`config.mk`:
```
export PLATFORM = sky130hd
export DESIGN_NAME = mbd_merge
export DESIGN_NICKNAME = d
export VERILOG_FILES = /design/src/hdl/mip_box_downsample_2x2_defines.svh /design/src/hdl/mbd_pkg.sv /design/src/hdl/mbd_merge.sv
export SDC_FILE = /design/constraint.sdc
export NUM_CORES = 1
export LEC_CHECK = 0
export ABC_AREA = 1
export BUFFER_PORTS_ARGS = -buffer_cell sky130_fd_sc_hd__buf_2
export CAP_MARGIN = 20
export CORE_UTILIZATION = 39
export DETAILED_ROUTE_END_ITERATION = 12
export PLACE_DENSITY_LB_ADDON = 0.15
export SLEW_MARGIN = 25
export SYNTH_ARGS = -nofsm -noshare
export SYNTH_HDL_FRONTEND = slang
export SYNTH_SLANG_ARGS = --single-unit
export TNS_END_PERCENT = 1
```
`constraint.sdc`:
```
create_clock -name clk -period 0.8 [get_ports clk]
set_input_delay 0.12 -clock clk [delete_from_list [all_inputs] [get_ports clk]]
set_output_delay 0.12 -clock clk [all_outputs]
set_load 0.02 [all_outputs]
```
`src/hdl/mip_box_downsample_2x2_defines.svh`:
```
// ----------------------------------------------------------------------------
// mip_box_downsample_2x2 assertion macros
// Shared property macros for the mip downsampler; they assume clk and rst_n.
// ----------------------------------------------------------------------------
`ifndef MIP_BOX_DOWNSAMPLE_2X2_DEFINES_SVH
`define MIP_BOX_DOWNSAMPLE_2X2_DEFINES_SVH

// same-cycle implication
`define MBD_ASSERT_SAME(lbl, ante, cons, msg) \
  lbl: assert property (@(posedge clk) disable iff (!rst_n) (ante) |-> (cons)) \
    else $error(msg);

// next-cycle implication
`define MBD_ASSERT_NEXT(lbl, ante, cons, msg) \
  lbl: assert property (@(posedge clk) disable iff (!rst_n) (ante) |=> (cons)) \
    else $error(msg);

`endif

```
`src/hdl/mbd_pkg.sv`:
```
// ----------------------------------------------------------------------------
// mbd_pkg
// Constants, types and sRGB conversion tables for the 2x2 mip downsampler.
// ----------------------------------------------------------------------------
`default_nettype none

package mbd_pkg;

  localparam int MAX_WIDTH_DEF = 4096;
  localparam int MAX_HEIGHT    = 4096;
  localparam int CFG_W         = 13;
  localparam int ROW_W         = 12;
  localparam int PIX_W         = 8;
  localparam int NUM_CH        = 4;
  localparam int NUM_COLOR     = 3;
  localparam int ADDR_W        = 4;
  localparam int DATA_W        = 32;
  localparam int REG_IDX_W     = 2;

  localparam logic [REG_IDX_W-1:0] REG_SRC_WIDTH  = 2'd0;
  localparam logic [REG_IDX_W-1:0] REG_SRC_HEIGHT = 2'd1;
  localparam logic [REG_IDX_W-1:0] REG_CHAN_COUNT = 2'd2;
  localparam logic [REG_IDX_W-1:0] REG_SRGB_MODE  = 2'd3;

  localparam logic [2:0] CH_MIN = 3'd1;
  localparam logic [2:0] CH_MAX = 3'd4;

  typedef logic [255:0][PIX_W-1:0] tab_t;
  typedef logic [255:0]            big_t;

  // effective configuration seen by the lanes
  typedef struct packed {
    logic [2:0] nc;
    logic       srgb;
  } cfg_t;

  // per-cycle lane control
  typedef struct packed {
    logic hold_we;   // latch left pixel of a pair
    logic s1_load;   // pair sum enters stage 1
    logic w1;        // single column: pixel pairs with itself
    logic s1_go;     // stage 1 moves on
    logic mem_we;    // line store write (even row)
    logic mem_re;    // line store read (odd row)
    logic s2_h1;     // single row: pair sum doubles
  } lane_ctl_t;

  function automatic int idx_bits(input int max_width);
    int depth;
    depth = (max_width + 1) / 2;
    return (depth > 1) ? $clog2(depth) : 1;
  endfunction

  function automatic big_t big_pow(input big_t base, input int e);
    big_t acc;
    acc = big_t'(1);
    for (int i = 0; i < 12; i++) begin
      if (i < e) acc = acc * base;
    end
    return acc;
  endfunction

  // a^ae * b^be <= c^ce * d^de, exact
  function automatic logic pow_le(input int a, input int ae, input int b, input int be,
                                  input int c, input int ce, input int d, input int de);
    big_t l;
    big_t r;
    l = big_pow(big_t'(a), ae) * big_pow(big_t'(b), be);
    r = big_pow(big_t'(c), ce) * big_pow(big_t'(d), de);
    return l <= r;
  endfunction

  function automatic tab_t build_lin();
    tab_t t;
    int   k;
    logic done;
    k = 0;
    for (int v = 0; v < 256; v++) begin
      if (v <= 10) begin
        k = (v * 100) / 1292;
      end else begin
        done = 1'b0;
        for (int s = 0; s < 256; s++) begin
          if (!done) begin
            if (k < 255 && pow_le(k + 1, 5, 10761, 12, 255, 5, 40 * v + 561, 12)) k++;
            else done = 1'b1;
          end
        end
      end
      t[v] = PIX_W'(k);
    end
    return t;
  endfunction

  function automatic tab_t build_srgb();
    tab_t t;
    int   k;
    logic done;
    k = 0;
    t[0] = '0;
    for (int v = 1; v < 256; v++) begin
      done = 1'b0;
      for (int s = 0; s < 256; s++) begin
        if (!done) begin
          if (k < 255 && pow_le(40 * (k + 1) + 561, 12, 255, 5, v, 5, 10761, 12)) k++;
          else done = 1'b1;
        end
      end
      t[v] = PIX_W'(k);
    end
    return t;
  endfunction

  localparam tab_t LIN_TAB  = build_lin();
  localparam tab_t SRGB_TAB = build_srgb();

endpackage

`default_nettype wire

```
`src/hdl/mbd_merge.sv`:
```
// ----------------------------------------------------------------------------
// mbd_merge
// Gathers the lane results and the end-of-level flag into the output register.
// ----------------------------------------------------------------------------
`default_nettype none

module mbd_merge (
  input  logic                                     clk,
  input  logic                                     rst_n,
  input  logic                                     load,
  input  logic                                     last_in,
  input  logic [mbd_pkg::NUM_CH-1:0][mbd_pkg::PIX_W-1:0] lane_res,
  input  logic                                     out_stall,
  output logic                                     out_free,
  output logic                                     out_valid,
  output logic [mbd_pkg::PIX_W-1:0]                out_chan0,
  output logic [mbd_pkg::PIX_W-1:0]                out_chan1,
  output logic [mbd_pkg::PIX_W-1:0]                out_chan2,
  output logic [mbd_pkg::PIX_W-1:0]                out_chan3,
  output logic                                     out_last_pixel
);
  import mbd_pkg::*;

  logic                             out_vld_r, last_r;
  logic [NUM_CH-1:0][PIX_W-1:0]     pix_r;

  assign out_free = !out_vld_r || !out_stall;

  always_ff @(posedge clk) begin
    if (!rst_n) begin
      out_vld_r <= 1'b0;
    end else if (load) begin
      out_vld_r <= 1'b1;
    end else if (out_free) begin
      out_vld_r <= 1'b0;
    end
  end

  always_ff @(posedge clk) begin
    if (load) begin
      pix_r  <= lane_res;
      last_r <= last_in;
    end
  end

  assign out_valid      = out_vld_r;
  assign out_chan0      = pix_r[0];
  assign out_chan1      = pix_r[1];
  assign out_chan2      = pix_r[2];
  assign out_chan3      = pix_r[3];
  assign out_last_pixel = last_r;

endmodule

`default_nettype wire

```
==> impl_metrics.json <==
{
  "clk_pin_slew_ps": 90,
  "fmax_mhz": 996,
  "path_buf_inv": 1,
  "dieArea_sq_um": 2860,
  "synth_common_cells": "edfxtp_1, inv_1, a21oi_2, dfxtp_1, nand2_2",
  "crit_type": "flop to output port",
  "grt_max_degree": 20,
  "syn_nets": 75,
  "async_flop_share_pct": 0,
  "period_needed_ps": 1000,
  "synth_simple_gate_area_share_pct": 0.605,
  "clock_tree.root_cell": "clkbuf_4",
  "synth_top_family_by_area": "compound AO/OA/AOI/OAI gates",
  "syn_area_per_cell_sq_um": 27.2,
  "chipHeight_um": 53.5,
  "place_worst_setup_slack_ps": 62.5,
  "synth_fa_ha_area_share_pct": 0,
  "start_util_pct": 41.3,
  "yosys_warnings": 0,
  "row_count": 18,
  "die_w_um": 53.5,
  "wl_mm": 2.34,
  "synth-xor-area-share_pct": 0,
  "seq_area_sq_um": 1010,
  "ys_seq_area_share_pct": 97.8,
  "cp_slowest_stage_delay_ps": 420,
  "htree_levels": 2,
  "cp_max_fo": 1,
  "synth_edf_count": 33,
  "port_buffers": 71,
  "dr_total_vias": 770,
  "outcome": "finished, violations left",
  "maxCapViolCount": 0,
  "final.fill_count": 158,
  "synth_area_leaders": "edfxtp_1, dfxtp_1, a21oi_2",
  "grt_pass1_wl_mm": 3.31,
  "critPathRequiredTime_ps": 680,
  "critPathCaptureType": "output port",
  "synth_area_sq_um": 1030,
  "grt_usage_pct": 18.1,
  "hold_class": "input pin to flop",
  "hold_violations": 0,
  "wl_per_cell_um": 12.8,
  "cts_tree": "done",
  "vdd_ir_drop_max_mv": 1.44,
  "worst_pin_slew_ps": 108,
  "critical-path-top-delay-family": "flip-flops",
  "via_per_inst": 4.21,
  "max_slew_margin_pct": 92.8,
  "core_area_sq_um": 2500,
  "rsz0062_at_grt": "true",
  "clock_path_buffers": 2,
  "place.gp.congestion": 0.583,
  "finalCritPeriodShare_pct": 125,
  "power_w": 0.00358,
  "syn2layout_area_growth_pct": 82.8,
  "p_leak_nw": 0.826,
  "postCtsSetupBuffers": 0,
  "violations": "negative setup slack",
  "setup_viol": 35,
  "grt_pass1_vias": 696,
  "pin_count": 72,
  "synthMuxAreaShare_pct": 0,
  "fin_util_pct": 75.6,
  "slew_violations": 0,
  "syn_inst": 38,
  "antenna_found_initial": 0,
  "drtPass1Iterations": 3,
  "path_cells": "buf_6",
  "setup_slack_ps": -204,
  "cts_sinks": 34,
  "setup-tns-final_ps": -5750,
  "synth.most_common_cell": "edfxtp_1",
  "netlist.area_leader.share_pct": 95.9,
  "synth_ff_type": "edfxtp_1",
  "drc": 0,
  "cp_slowest_cell": "edfxtp_1",
  "ys_ff_latch": 34,
  "layout-drive-gt1-share_pct": 53.6,
  "critical_path_arrival_ps": 880,
  "n_antenna_cell": 0,
  "finalNetCount": 189,
  "multi_input_area_sq_um": 15.0,
  "synth_compound_area_share_pct": 0.847,
  "synth.distinct_cells": 5,
  "synth_top_area_cell": "edfxtp_1",
  "ant_nets": 0,
  "startpoint_type": "flop",
  "gr-total-overflow": 0,
  "finClkSkew_ps": 0,
  "drt-initial-drc-count": 15,
  "cts_made_buffers": 5,
  "powerDensity_nw_per_um2": 1890,
  "clk_latency_ps": 310
}
repair_timing:
item	4_1_cts	5_1_grt
hold buffers	34	0
endpoints found under the setup margin	35	35
endpoints found under the hold margin	34	0
gates resized for setup	5	6
pin swaps	0	0
cell families after synthesis:
group,count (synthesis)
flops,34
buf+inv,2
simple gates,1
compound gates,1
worst min-delay path, cell delays in order:
cell	delay [ps]
buf_2	100
nand2_2	80
a21oi_2	50
cell type report:
class	instances	share of cell area, %
sequential	34	53.6
timing repair buffer	107	40.6
clock buffer	6	2.19
tap	30	1.99
multi-input combinational	2	0.795
clock inverter	2	0.464
inverter	2	0.397
per-stage QoR:
step           hold WS [ps]  area, sq um  cells
3_3_place_gp            298         1470    141
3_5_place_dp            298         1470    141
2_1_floorplan           219         1030     38
6_report               66.2         1890    183
5_1_grt                46.6         1890    183
4_1_cts                47.6         1870    183
placed cells by master (no fill, tap or decap):
cell type / Yosys / final
buf_2: 0 / 66
dlygate4sd3_1: 0 / 34
edfxtp_1: 33 / 33
clkbuf_4: 0 / 5
buf_6: 0 / 5
inv_1: 2 / 2
buf_12: 0 / 2
nand2_2: 1 / 1
a21oi_2: 1 / 1
clkbuf_1: 0 / 1
clkinv_2: 0 / 1
clkinv_1: 0 / 1
dfxtp_2: 0 / 1
registers in the layout, indices dropped and copies added (netlist names):
| register | cells |
|---|---|
| out_last_pixel | 1 |
| out_chan0 | 8 |
| out_chan2 | 8 |
| out_chan1 | 8 |
| out_chan3 | 8 |
| out_valid | 1 |
worst paths after layout:
kind	start	endpoint	slack, ps	cells past startpoint
worst max-delay path	out_chan0[5]$_DFFE_PP_	out_chan0[5]	-200	1
worst min-delay path	out_stall	out_valid$_SDFFE_PN0P_	70	3
worst max register to register	out_valid$_SDFFE_PN0P_	out_valid$_SDFFE_PN0P_	230	2
worst min register to register	out_valid$_SDFFE_PN0P_	out_valid$_SDFFE_PN0P_	480	2
where the power goes:
group / internal [W] / switching (W) / leakage [nW]
registers: 0.00211 / 0.0000382 / 0.332
logic: 0.000301 / 0.000309 / 0.465
clock network: 0.000330 / 0.000495 / 0.0297
metal layers:
| layer | GRT usage [%] | routed length [um] |
|---|---|---|
| met5 | 0 | 0 |
| met1 | 19.9 | 901 |
| met4 | 6.58 | 0 |
| met3 | 8.62 | 131 |
| met2 | 30.0 | 1300 |
Power figures use the tool's default switching activity.
