==> src/hdl/mip_box_downsample_2x2_defines.svh <==
// ----------------------------------------------------------------------------
// mip_box_downsample_2x2 assertion macros
// Shared property macros for the mip downsampler; they assume clk and rst_n.
// ----------------------------------------------------------------------------
`ifndef MIP_BOX_DOWNSAMPLE_2X2_DEFINES_SVH
`define MIP_BOX_DOWNSAMPLE_2X2_DEFINES_SVH

// same-cycle implication
`define MBD_ASSERT_SAME(lbl, ante, cons, msg) \
  lbl: assert property (@(posedge clk) disable iff (!rst_n) (ante) |-> (cons)) \
    else $error(msg);

// next-cycle implication
`define MBD_ASSERT_NEXT(lbl, ante, cons, msg) \
  lbl: assert property (@(posedge clk) disable iff (!rst_n) (ante) |=> (cons)) \
    else $error(msg);

`endif

==> src/hdl/mbd_pkg.sv <==
// ----------------------------------------------------------------------------
// mbd_pkg
// Constants, types and sRGB conversion tables for the 2x2 mip downsampler.
// ----------------------------------------------------------------------------
`default_nettype none

package mbd_pkg;

  localparam int MAX_WIDTH_DEF = 4096;
  localparam int MAX_HEIGHT    = 4096;
  localparam int CFG_W         = 13;
  localparam int ROW_W         = 12;
  localparam int PIX_W         = 8;
  localparam int NUM_CH        = 4;
  localparam int NUM_COLOR     = 3;
  localparam int ADDR_W        = 4;
  localparam int DATA_W        = 32;
  localparam int REG_IDX_W     = 2;

  localparam logic [REG_IDX_W-1:0] REG_SRC_WIDTH  = 2'd0;
  localparam logic [REG_IDX_W-1:0] REG_SRC_HEIGHT = 2'd1;
  localparam logic [REG_IDX_W-1:0] REG_CHAN_COUNT = 2'd2;
  localparam logic [REG_IDX_W-1:0] REG_SRGB_MODE  = 2'd3;

  localparam logic [2:0] CH_MIN = 3'd1;
  localparam logic [2:0] CH_MAX = 3'd4;

  typedef logic [255:0][PIX_W-1:0] tab_t;
  typedef logic [255:0]            big_t;

  // effective configuration seen by the lanes
  typedef struct packed {
    logic [2:0] nc;
    logic       srgb;
  } cfg_t;

  // per-cycle lane control
  typedef struct packed {
    logic hold_we;   // latch left pixel of a pair
    logic s1_load;   // pair sum enters stage 1
    logic w1;        // single column: pixel pairs with itself
    logic s1_go;     // stage 1 moves on
    logic mem_we;    // line store write (even row)
    logic mem_re;    // line store read (odd row)
    logic s2_h1;     // single row: pair sum doubles
  } lane_ctl_t;

  function automatic int idx_bits(input int max_width);
    int depth;
    depth = (max_width + 1) / 2;
    return (depth > 1) ? $clog2(depth) : 1;
  endfunction

  function automatic big_t big_pow(input big_t base, input int e);
    big_t acc;
    acc = big_t'(1);
    for (int i = 0; i < 12; i++) begin
      if (i < e) acc = acc * base;
    end
    return acc;
  endfunction

  // a^ae * b^be <= c^ce * d^de, exact
  function automatic logic pow_le(input int a, input int ae, input int b, input int be,
                                  input int c, input int ce, input int d, input int de);
    big_t l;
    big_t r;
    l = big_pow(big_t'(a), ae) * big_pow(big_t'(b), be);
    r = big_pow(big_t'(c), ce) * big_pow(big_t'(d), de);
    return l <= r;
  endfunction

  function automatic tab_t build_lin();
    tab_t t;
    int   k;
    logic done;
    k = 0;
    for (int v = 0; v < 256; v++) begin
      if (v <= 10) begin
        k = (v * 100) / 1292;
      end else begin
        done = 1'b0;
        for (int s = 0; s < 256; s++) begin
          if (!done) begin
            if (k < 255 && pow_le(k + 1, 5, 10761, 12, 255, 5, 40 * v + 561, 12)) k++;
            else done = 1'b1;
          end
        end
      end
      t[v] = PIX_W'(k);
    end
    return t;
  endfunction

  function automatic tab_t build_srgb();
    tab_t t;
    int   k;
    logic done;
    k = 0;
    t[0] = '0;
    for (int v = 1; v < 256; v++) begin
      done = 1'b0;
      for (int s = 0; s < 256; s++) begin
        if (!done) begin
          if (k < 255 && pow_le(40 * (k + 1) + 561, 12, 255, 5, v, 5, 10761, 12)) k++;
          else done = 1'b1;
        end
      end
      t[v] = PIX_W'(k);
    end
    return t;
  endfunction

  localparam tab_t LIN_TAB  = build_lin();
  localparam tab_t SRGB_TAB = build_srgb();

endpackage

`default_nettype wire

==> src/hdl/mbd_ctrl.sv <==
// ----------------------------------------------------------------------------
// mbd_ctrl
// Register port, raster counters and stage sequencing for the lanes.
// ----------------------------------------------------------------------------
`default_nettype none

module mbd_ctrl #(
  parameter int MAX_WIDTH = mbd_pkg::MAX_WIDTH_DEF
) (
  input  logic                                   clk,
  input  logic                                   rst_n,
  input  logic                                   psel,
  input  logic                                   penable,
  input  logic                                   pwrite,
  input  logic [mbd_pkg::ADDR_W-1:0]             paddr,
  input  logic [mbd_pkg::DATA_W-1:0]             pwdata,
  output logic [mbd_pkg::DATA_W-1:0]             prdata,
  input  logic                                   in_valid,
  output logic                                   in_stall,
  input  logic                                   out_free,
  output mbd_pkg::lane_ctl_t                     lane_ctl,
  output mbd_pkg::cfg_t                          lane_cfg,
  output logic [mbd_pkg::idx_bits(MAX_WIDTH)-1:0] s1_idx,
  output logic                                   s2_go,
  output logic                                   s2_last
);
  import mbd_pkg::*;

  localparam int COL_W = $clog2(MAX_WIDTH);
  localparam int WEF_W = $clog2(MAX_WIDTH + 1);
  localparam int CMP_W = (WEF_W > CFG_W) ? WEF_W : CFG_W;
  localparam int IDX_W = idx_bits(MAX_WIDTH);

  logic [CFG_W-1:0]     src_width_r, src_height_r;
  logic [2:0]           chan_cnt_r;
  logic                 srgb_r;
  logic                 cfg_wr;
  logic [REG_IDX_W-1:0] reg_idx;

  logic [WEF_W-1:0] w_eff, col_lim, nw_m1, col_inc;
  logic [CFG_W-1:0] h_eff, row_lim, nh_m1, row_inc;
  logic             w1, h1, col_act, row_act, blk_act, pair_rdy, even_row, last;

  logic [COL_W-1:0] col_r, col_nxt;
  logic [ROW_W-1:0] row_r, row_nxt;

  logic             s1_vld_r, s1_wr_r, s1_rd_r, s1_h1_r, s1_last_r;
  logic [IDX_W-1:0] s1_idx_r;
  logic             s2_vld_r, s2_h1_r, s2_last_r;
  logic             s1_go, s1_free, s2_free, acc, s1_load;

  assign cfg_wr  = psel && penable && pwrite;
  assign reg_idx = paddr[ADDR_W-1:2];

  always_ff @(posedge clk) begin
    if (!rst_n) begin
      src_width_r  <= CFG_W'(4096);
      src_height_r <= CFG_W'(4096);
      chan_cnt_r   <= CH_MAX;
      srgb_r       <= 1'b0;
    end else if (cfg_wr) begin
      unique case (reg_idx)
        REG_SRC_WIDTH:  src_width_r  <= pwdata[CFG_W-1:0];
        REG_SRC_HEIGHT: src_height_r <= pwdata[CFG_W-1:0];
        REG_CHAN_COUNT: chan_cnt_r   <= pwdata[2:0];
        REG_SRGB_MODE:  srgb_r       <= pwdata[0];
      endcase
    end
  end

  always_comb begin
    unique case (reg_idx)
      REG_SRC_WIDTH:  prdata = DATA_W'(src_width_r);
      REG_SRC_HEIGHT: prdata = DATA_W'(src_height_r);
      REG_CHAN_COUNT: prdata = DATA_W'(chan_cnt_r);
      REG_SRGB_MODE:  prdata = DATA_W'(srgb_r);
    endcase
  end

  // clamp the geometry and channel count
  always_comb begin
    if (src_width_r == '0) w_eff = WEF_W'(1);
    else if (CMP_W'(src_width_r) > CMP_W'(MAX_WIDTH)) w_eff = WEF_W'(MAX_WIDTH);
    else w_eff = WEF_W'(src_width_r);

    if (src_height_r == '0) h_eff = CFG_W'(1);
    else if (src_height_r > CFG_W'(MAX_HEIGHT)) h_eff = CFG_W'(MAX_HEIGHT);
    else h_eff = src_height_r;

    if (chan_cnt_r == '0) lane_cfg.nc = CH_MIN;
    else if (chan_cnt_r > CH_MAX) lane_cfg.nc = CH_MAX;
    else lane_cfg.nc = chan_cnt_r;
    lane_cfg.srgb = srgb_r;
  end

  always_comb begin
    w1       = (w_eff == WEF_W'(1));
    h1       = (h_eff == CFG_W'(1));
    col_lim  = w1 ? WEF_W'(2) : (w_eff & ~WEF_W'(1));
    row_lim  = h1 ? CFG_W'(2) : (h_eff & ~CFG_W'(1));
    nw_m1    = w1 ? '0 : (w_eff >> 1) - WEF_W'(1);
    nh_m1    = h1 ? '0 : (h_eff >> 1) - CFG_W'(1);
    col_act  = WEF_W'(col_r) < col_lim;
    row_act  = CFG_W'(row_r) < row_lim;
    blk_act  = col_act && row_act;
    pair_rdy = w1 || col_r[0];
    even_row = !row_r[0];
    last     = (WEF_W'(col_r >> 1) == nw_m1) && (CFG_W'(row_r >> 1) == nh_m1);
  end

  // stage handshakes; a stage frees when the one after it frees
  always_comb begin
    s2_free  = !s2_vld_r || out_free;
    s2_go    = s2_vld_r && out_free;
    s1_go    = s1_vld_r && s2_free;
    s1_free  = !s1_vld_r || s2_free;
    in_stall = !s1_free;
    acc      = in_valid && s1_free;
    s1_load  = acc && blk_act && pair_rdy;
  end

  always_comb begin
    col_inc = WEF_W'(col_r) + WEF_W'(1);
    row_inc = CFG_W'(row_r) + CFG_W'(1);
    col_nxt = col_r;
    row_nxt = row_r;
    if (cfg_wr) begin
      col_nxt = '0;
      row_nxt = '0;
    end else if (acc) begin
      if (col_inc >= w_eff) begin
        col_nxt = '0;
        row_nxt = (row_inc >= h_eff) ? '0 : row_inc[ROW_W-1:0];
      end else begin
        col_nxt = col_inc[COL_W-1:0];
      end
    end
  end

  always_ff @(posedge clk) begin
    if (!rst_n) begin
      col_r    <= '0;
      row_r    <= '0;
      s1_vld_r <= 1'b0;
      s2_vld_r <= 1'b0;
    end else begin
      col_r <= col_nxt;
      row_r <= row_nxt;
      if (s1_load) s1_vld_r <= 1'b1;
      else if (s1_go) s1_vld_r <= 1'b0;
      if (s1_go) s2_vld_r <= s1_h1_r || s1_rd_r;
      else if (s2_go) s2_vld_r <= 1'b0;
    end
  end

  always_ff @(posedge clk) begin
    if (s1_load) begin
      s1_wr_r   <= !h1 && even_row;
      s1_rd_r   <= !h1 && !even_row;
      s1_h1_r   <= h1;
      s1_last_r <= last;
      s1_idx_r  <= IDX_W'(col_r >> 1);
    end
    if (s1_go) begin
      s2_h1_r   <= s1_h1_r;
      s2_last_r <= s1_last_r;
    end
  end

  always_comb begin
    lane_ctl.hold_we = acc && blk_act && !w1 && !col_r[0];
    lane_ctl.s1_load = s1_load;
    lane_ctl.w1      = w1;
    lane_ctl.s1_go   = s1_go;
    lane_ctl.mem_we  = s1_go && s1_wr_r;
    lane_ctl.mem_re  = s1_go && s1_rd_r;
    lane_ctl.s2_h1   = s2_h1_r;
  end

  assign s1_idx  = s1_idx_r;
  assign s2_last = s2_last_r;

endmodule

`default_nettype wire

==> config.mk <==
export PLATFORM = sky130hd
export DESIGN_NAME = mbd_ctrl
export DESIGN_NICKNAME = d
export VERILOG_FILES = /design/src/hdl/mip_box_downsample_2x2_defines.svh /design/src/hdl/mbd_pkg.sv /design/src/hdl/mbd_ctrl.sv
export SDC_FILE = /design/constraint.sdc
export NUM_CORES = 1
export LEC_CHECK = 0
export BUFFER_PORTS_ARGS = -buffer_cell sky130_fd_sc_hd__buf_2
export CELL_PAD_IN_SITES_DETAIL_PLACEMENT = 2
export CELL_PAD_IN_SITES_GLOBAL_PLACEMENT = 2
export CORE_AREA = 2 2 140 142
export CTS_CLUSTER_DIAMETER = 40
export DETAILED_ROUTE_END_ITERATION = 10
export DIE_AREA = 0 0 142 144
export HOLD_SLACK_MARGIN = 0.1
export PLACE_DENSITY = 0.91
export REMOVE_ABC_BUFFERS = 1
export SETUP_SLACK_MARGIN = 0.02
export SLEW_MARGIN = 20
export SYNTH_ARGS = -nofsm -noshare
export SYNTH_HDL_FRONTEND = slang
export SYNTH_SLANG_ARGS = --single-unit
==> constraint.sdc <==
create_clock -name clk -period 6 [get_ports clk]
set_input_delay 1.5 -clock clk [delete_from_list [all_inputs] [get_ports clk]]
set_output_delay 1.5 -clock clk [all_outputs]
set_load 0.01 [all_outputs]
==> summary.md, run 1 <==
| Metric | Value |
|---|---|
| Status | finished clean |
| 1st-iter DRT viols | 333 |
| Most common cell on crit path | buf_4 |
| Vias in the first global route | about 6700 |
| Via count | 6187 |
| Cell Pwr Density | between 150 and 200 nW/um2 |
| Final worst slack | around 550 ps |
| Clock skew | 8.06 ps |
| # DRC | 0 |
| Routability Congestion | ~0.84 |
| Detailed Place HPWL | 16600 um |
| Post-synthesis register bit count | 73 |
| N_diodes | 0 |
| Row cnt | 51 |
| Final period utilization | slightly above 90% |
| Total power | 1.24 mW |
| Setup bufs post-CTS | 0 |
| CP delay by family, top | compound AO/OA/AOI/OAI gates |
| Critical Path Sink Type | output pin |
| R2R Setup Slk | 1760 ps |
| Top cell type's share of synthesized area | 17.7% |
| Avg Synthesized Cell Area | 7.87 um2 |
| Primary FF master, synth | dfxtp_1 |
| Ys async rst share | 0% |
| Pin count of the biggest net entering global routing | 35 |
| Worst r2r path cells | 14 |
| Worst path buffer plus inverter count | 4 |
| Worst-Skew Late Latency | 350 ps |
| Synthesis-to-layout area growth | 9.49% |
| Post-layout instance area | 6920 um2 |
| Top post-synthesis cells by area | dfxtp_1 18%, ha_1 10%, edfxtp_1 8.1% |
| Max Cap Viol | 0 |
| Seq/Total Area, Yosys | 25.8% |
| Dpl ws | 1040 ps |
| Most instantiated cells after synthesis | 127 x nand2_1, 56 x clkbuf_1, 56 x dfxtp_1 |
| Max-slew headroom | 35.0% |
| Pleak | 2.75 nW |
| Sequential power share | 41.7% |
| Net Sw Frac | between 20% and 30% |
| Share of cells above drive strength 1 | 14.3% |
| Worst EP required | 4500 ps |
| Crit Path Category | reg2out |
| Post-CTS sizing | 0 |
| IO buf count | 59 |
| Switching pwr | 0.325 mW |
| Via/cell ratio | 5.89 |
| Final hold vios | 0 |
| CTS tree | done |
| Worst Path Arrival | ~4000 ps |
| P_int | 0.916 mW |
| Worst-path fanout max | 11 |
| Root Driver | clkbuf_16 |
| Chip height | 144 um |
| Slowest CP cell | nor4_1 |
| Initial Util | about a third |
| Unique masters post-synth | 78 |
| H-tree Lvls | 3 |
| Clk pwr share | between 40% and 50% |
| Die Area | 20400 um2 |
| Worst hold slack | 428 ps |
| First-pass GRT wire length | between 30000 and 40000 um |
| Clk sinks | 73 |
| Peak supply drop | 0.130 mV |
| IO Pins | 100 |
| Worst-path clk slew | 60 ps |
| Slew Limit Fails | 0 |
| Hold Crit Class | reg2reg |
| CP Depth | 14 |
| Worst-Margin Slew | 975 ps |
| Top cell type by total area after synthesis | dfxtp_1 |
| Most common cell in the netlist | nand2_1 |
| YS warnings | 0 |
| Placed Area | 6600 um2 |
| RSZ-0062 raised after global routing | false |
| Hold Path Cell Cnt | 0 |
| Post-route minimum period | 5450 ps |
| Total Routing Usage GR | 22.7% |
| # setup viols final | 0 |
| Slowest stage delay, CP | 680 ps |
| Width of the chip | around 140 um |
| Routed WL | approximately 22000 um |
| Startpoint types | flop |
| CP Cell Sequence | buf_4, nor4_1, and4_1, buf_4, nand2b_1, ha_1, nor2b_1, o21a_1, o21ai_0, a21oi_1, o41ai_1, o2111ai_1, inv_1, buf_2 |
| First drt pass iteration count | 4 |
| Mapped Area | ~6300 um2 |
| Number of flops mapped to enable cells by yosys | 17 |
| DRT antenna net count | 0 |
| Mapped Cells | 803 |
| Achievable Freq | 183 MHz |
| Max Root-Sink Buffers | 2 |
| CTS buffer count | 9 |
| Fin nets | 902 |
| Core area | approximately 19000 um2 |
| Hold-fix buffers, CTS | 0 |
| Antenna violations before repair | 1 |
| WL per Instance | 21.4 um |
| GRT Residual Overflow | 0 |
| Combinational share of power | 10.0% |
| Setup TNS Final | 0 ps |
## per-layer routing
layer	part of all wire, %	vias up	track usage [%]
met4	1.8	2	7.11
li1	-	2856	-
met5	0.058	-	0
met1	45	3162	28.3
met3	3.6	29	3.68
met2	50	138	40.2
## power by group through the flow
| stage | clock network [mW] | logic [mW] | registers (mW) |
|---|---|---|---|
| after floorplan | 0 | 0.0691 | 0.526 |
| after global placement | 0 | 0.117 | 0.527 |
| after detailed placement | 0 | 0.122 | 0.528 |
| after CTS | 0.607 | 0.124 | 0.517 |
| after global routing | 0.624 | 0.135 | 0.518 |
| final | 0.601 | 0.124 | 0.517 |
## worst register-to-register path: stages, from the launching register on
cell and delay, ps:
dfxtp_1 530, nand3_1 310, nor3_1 590, nand3_1 280
nor2_1 190, xor2_1 320, ha_1 340, nand3_1 90
nor2_1 50, a221oi_1 280, nand2_1 160, nor3_1 440
nor3b_1 120, buf_4 200, a32o_1 230
## through the flow
step,util [%],instances
global placement,34.6,1035
CTS,36.2,1051
global route,36.2,1051
detailed placement,34.6,1035
finish,36.2,1051
floorplan,-,723
## cell type report
class                   instances  area, um2
clock buffers                  10        229
clock inverters                 6       90.1
fillers                      2195      12200
inverters                      20       75.1
multi-input cells             630       4180
flip-flops and latches         73       1630
well taps                     238        298
repair buffers                 74        408
## final timing paths
check	from	to
hold reg to reg	s1_last_r	s2_last
setup / recovery	src_width_r[9]	lane_ctl[5]
setup reg to reg	col_r[2]	row_r[6]
hold / removal	s1_last_r	s2_last
## flip-flops by register name (all words and copies together), names as in the netlist, 3 cells and up
signal        cells
chan_cnt_r        3
src_height_r     13
row_r            12
src_width_r      13
s1_idx           11
col_r            12
## cell usage in the layout (no fill, tap or decap), drive strengths merged, types with 10 or more instances in the layout
| cell | n |
|---|---|
| nand2 | 128 |
| buf | 74 |
| dfxtp | 56 |
| ha | 51 |
| nor2 | 45 |
| a21oi | 42 |
| nor3 | 27 |
| a21boi | 26 |
| mux2i | 22 |
| inv | 21 |
| nand3 | 20 |
| xnor2 | 20 |
| conb | 19 |
| edfxtp | 17 |
| o21ai | 16 |
| or3 | 14 |
| o22ai | 13 |
| nor2b | 12 |
| nor4 | 12 |
| xor2 | 11 |
| a21o | 11 |
| a221o | 10 |
| clkbuf | 10 |
## cells by family (layout without fill, tap and decap cells)
family	after synthesis	count (layout)	synth area share, %
AO/OA/AOI/OAI	188	188	21.3
XOR/XNOR	31	31	4.30
other	1	19	0.0594
buffers and inverters	118	110	9.05
flip-flops	73	73	25.8
AND/OR/NAND/NOR	316	316	25.2
multiplexers	25	25	4.20
adder cells (fa/ha/maj)	51	51	10.1
No activity file was read; power rests on OpenSTA's default activity.
==> inputs of run 2 (changes only) <==
==> constraint.sdc (replaced) <==
create_clock -name clk -period 6 [get_ports clk]
set_input_delay 0.6 -clock clk [delete_from_list [all_inputs] [get_ports clk]]
set_output_delay 0.6 -clock clk [all_outputs]
set_load 0.01 [all_outputs]
==> run 2 against run 1 <==
Non-clock buffer count decreased by 7. Hold slack improved by 0.82 ps. Sequential power about the same. Largest cell class unchanged. Power increased by 2.6%. Register-to-register slack got worse by 160 ps. Utilization decreased by 0.14 points. Highest routed layer is now met4. Clock skew about the same. Die area unchanged. Critical path type unchanged.
==> summary.md, run 2 (same netlist as run 1, synthesis figures left out) <==
| Metric | Value |
|---|---|
| First-pass GRT wire length | 34900 um (-4.2%) |
| Worst-path clk slew | 60 ps (about the same) |
| Chip height | 144 um (unchanged) |
| IO buf count | 59 (unchanged) |
| CTS tree | done |
| Slew Limit Fails | 0 (unchanged) |
| Peak supply drop | 0.131 mV (+0.85%) |
| Biggest regs | src_height_r x13, src_width_r x13 |
| Max Root-Sink Buffers | 2 (unchanged) |
| Worst-path fanout max | 11 (unchanged) |
| Hold path startpoint | s1_last_r |
| Antenna violations before repair | 0 (-1) |
| WL per Instance | 20.6 um (-3.6%) |
| Status | finished clean |
| WHS Endpoint | s2_last |
| Hold Crit Class | reg2reg |
| H-tree Lvls | 3 (unchanged) |
| Fin nets | 895 (-0.78%) |
| Critical R2R Launch | col_r[2] |
| # DRC | 0 (unchanged) |
| Detailed Place HPWL | 15900 um (-4.1%) |
| Max Cap Viol | 0 (unchanged) |
| Crit Path Category | reg2out |
| Critical Path Sink Type | output pin |
| Achievable Freq | 218 MHz (+19%) |
| Worst Path Arrival | 3990 ps (+40 ps) |
| Via/cell ratio | 5.76 (-2.2%) |
| DRT antenna net count | 0 (unchanged) |
| Total Routing Usage GR | 21.7% (-1.1 points) |
| Vias in the first global route | 6589 (-1.7%) |
| RSZ-0062 raised after global routing | false |
| First drt pass iteration count | 5 (+1) |
| Hold Path Cell Cnt | 0 (unchanged) |
| Worst EP required | 5400 ps (+900 ps) |
| Share of cells above drive strength 1 | 13.5% (-0.74 points) |
| Post-CTS sizing | 0 (unchanged) |
| Routed WL | 21500 um (-4.3%) |
| Die Area | 20400 um2 (unchanged) |
| Initial Util | 33.1% (unchanged) |
| Clk sinks | 73 (unchanged) |
| Root Driver | clkbuf_16 |
| Setup TNS Final | 0 ps (unchanged) |
| Final period utilization | 76.5% (-14 points) |
| Clock skew | 7.74 ps (-0.311 ps) |
| Synthesis-to-layout area growth | 9.05% |
| Routability Congestion | 0.872 (+3.8%) |
| CP Cell Sequence | nor4_1, and4_1, nand2b_1, ha_1, nor2b_1, o21a_1, o21ai_0, a21oi_1, o41ai_1, o2111ai_1, inv_1, buf_2 |
| Most frequent cells in the layout | 127 x nand2_1, 59 x buf_2, 56 x dfxtp_1 |
| Sequential Area | 1630 um2 (unchanged) |
| Post-route minimum period | 4590 ps (-863 ps) |
| CTS buffer count | 9 (unchanged) |
| Pin count of the biggest net entering global routing | 35 (unchanged) |
| Row cnt | 51 (unchanged) |
| Slowest stage delay, CP | 650 ps (-30 ps) |
| Multi-input logic area | 4180 um2 (unchanged) |
| # setup viols final | 0 (unchanged) |
| Via count | 6011 (-2.8%) |
| N_diodes | 0 (unchanged) |
| Width of the chip | 142 um (unchanged) |
| Total power | 1.27 mW (+2.6%) |
| Worst-Skew Late Latency | 350 ps (about the same) |
| R2R Setup Slk | 1600 ps (-160 ps) |
| Cell Pwr Density | 185 nW/um2 (+3.1%) |
| Core area | 19100 um2 (unchanged) |
| Slowest CP cell | nor4_1 |
| Worst-Margin Slew | 968 ps (-7.22 ps) |
| Hold-fix buffers, CTS | 0 (unchanged) |
| Pleak | 2.72 nW (-0.99%) |
| IO Pins | 100 (unchanged) |
| Worst r2r path cells | 14 (unchanged) |
| Startpoint types | flop |
| GRT Residual Overflow | 0 (unchanged) |
| R2R Path End | col_r[10] |
| Most common cell after layout, fill and taps aside | nand2_1 |
| Final hold vios | 0 (unchanged) |
| Max-slew headroom | 35.5% (+0.48 points) |
| Setup bufs post-CTS | 0 (unchanged) |
| 1st-iter DRT viols | 241 (-28%) |
| Fill count | 2223 (+1.3%) |
==> run 2: worst max-delay path, delay by kind of cell, from the launching register on <==
family | cells | cell delay [ps]
AOI/OAI and AO/OA | 5 | 1270
and+or+nand+nor | 4 | 1420
buffers and inverters | 2 | 330
adders and majority gates | 1 | 140
DFF | 1 | 460
==> run 2: stage by stage <==
stage / instances / area [um2] / hold WS (ps) / utilization (%) / worst slack (ps)
after floorplan: 723 / 5890 / 400 / - / 1790
after global placement: 1028 / 6540 / 407 / 34.3 / 1880
after detailed placement: 1028 / 6540 / 421 / 34.3 / 1690
after CTS: 1044 / 6890 / 436 / 36.1 / 1400
after global routing: 1044 / 6890 / 442 / 36.1 / 1010
final: 1044 / 6890 / 429 / 36.1 / 1410
==> run 2: how the worst max path moves through the flow <==
stage	to	slack, ps	from
after global routing	lane_ctl[5]	1010	src_width_r[9]
after global placement	col_r[10]	1880	col_r[2]
final	lane_ctl[5]	1410	src_width_r[9]
after floorplan	col_r[10]	1790	col_r[2]
after CTS	lane_ctl[5]	1400	src_width_r[9]
after detailed placement	col_r[10]	1690	col_r[2]
==> run 2: where the power goes <==
part / switching (mW) / internal (mW)
sequential: 0.00980 / 0.508
clock: 0.228 / 0.409
combinational: 0.0785 / 0.0407
==> run 2: layout make-up <==
class | count | share of cell area (%)
Clock buffer | 10 | 3.32
Clock inverter | 6 | 1.67
Inverter | 20 | 1.09
Multi-Input combinational cell | 630 | 60.7
Sequential cell | 73 | 23.7
Tap cell | 238 | 4.32
Timing Repair Buffer | 67 | 5.16
==> run 2: per-layer routing <==
layer	GRT usage, %	up-vias	routed length [um]
met2	37.9	145	10200
met4	7.53	0	516
met3	3.54	34	954
li1	-	2837	-
met1	27.0	2995	9780
met5	0	-	0
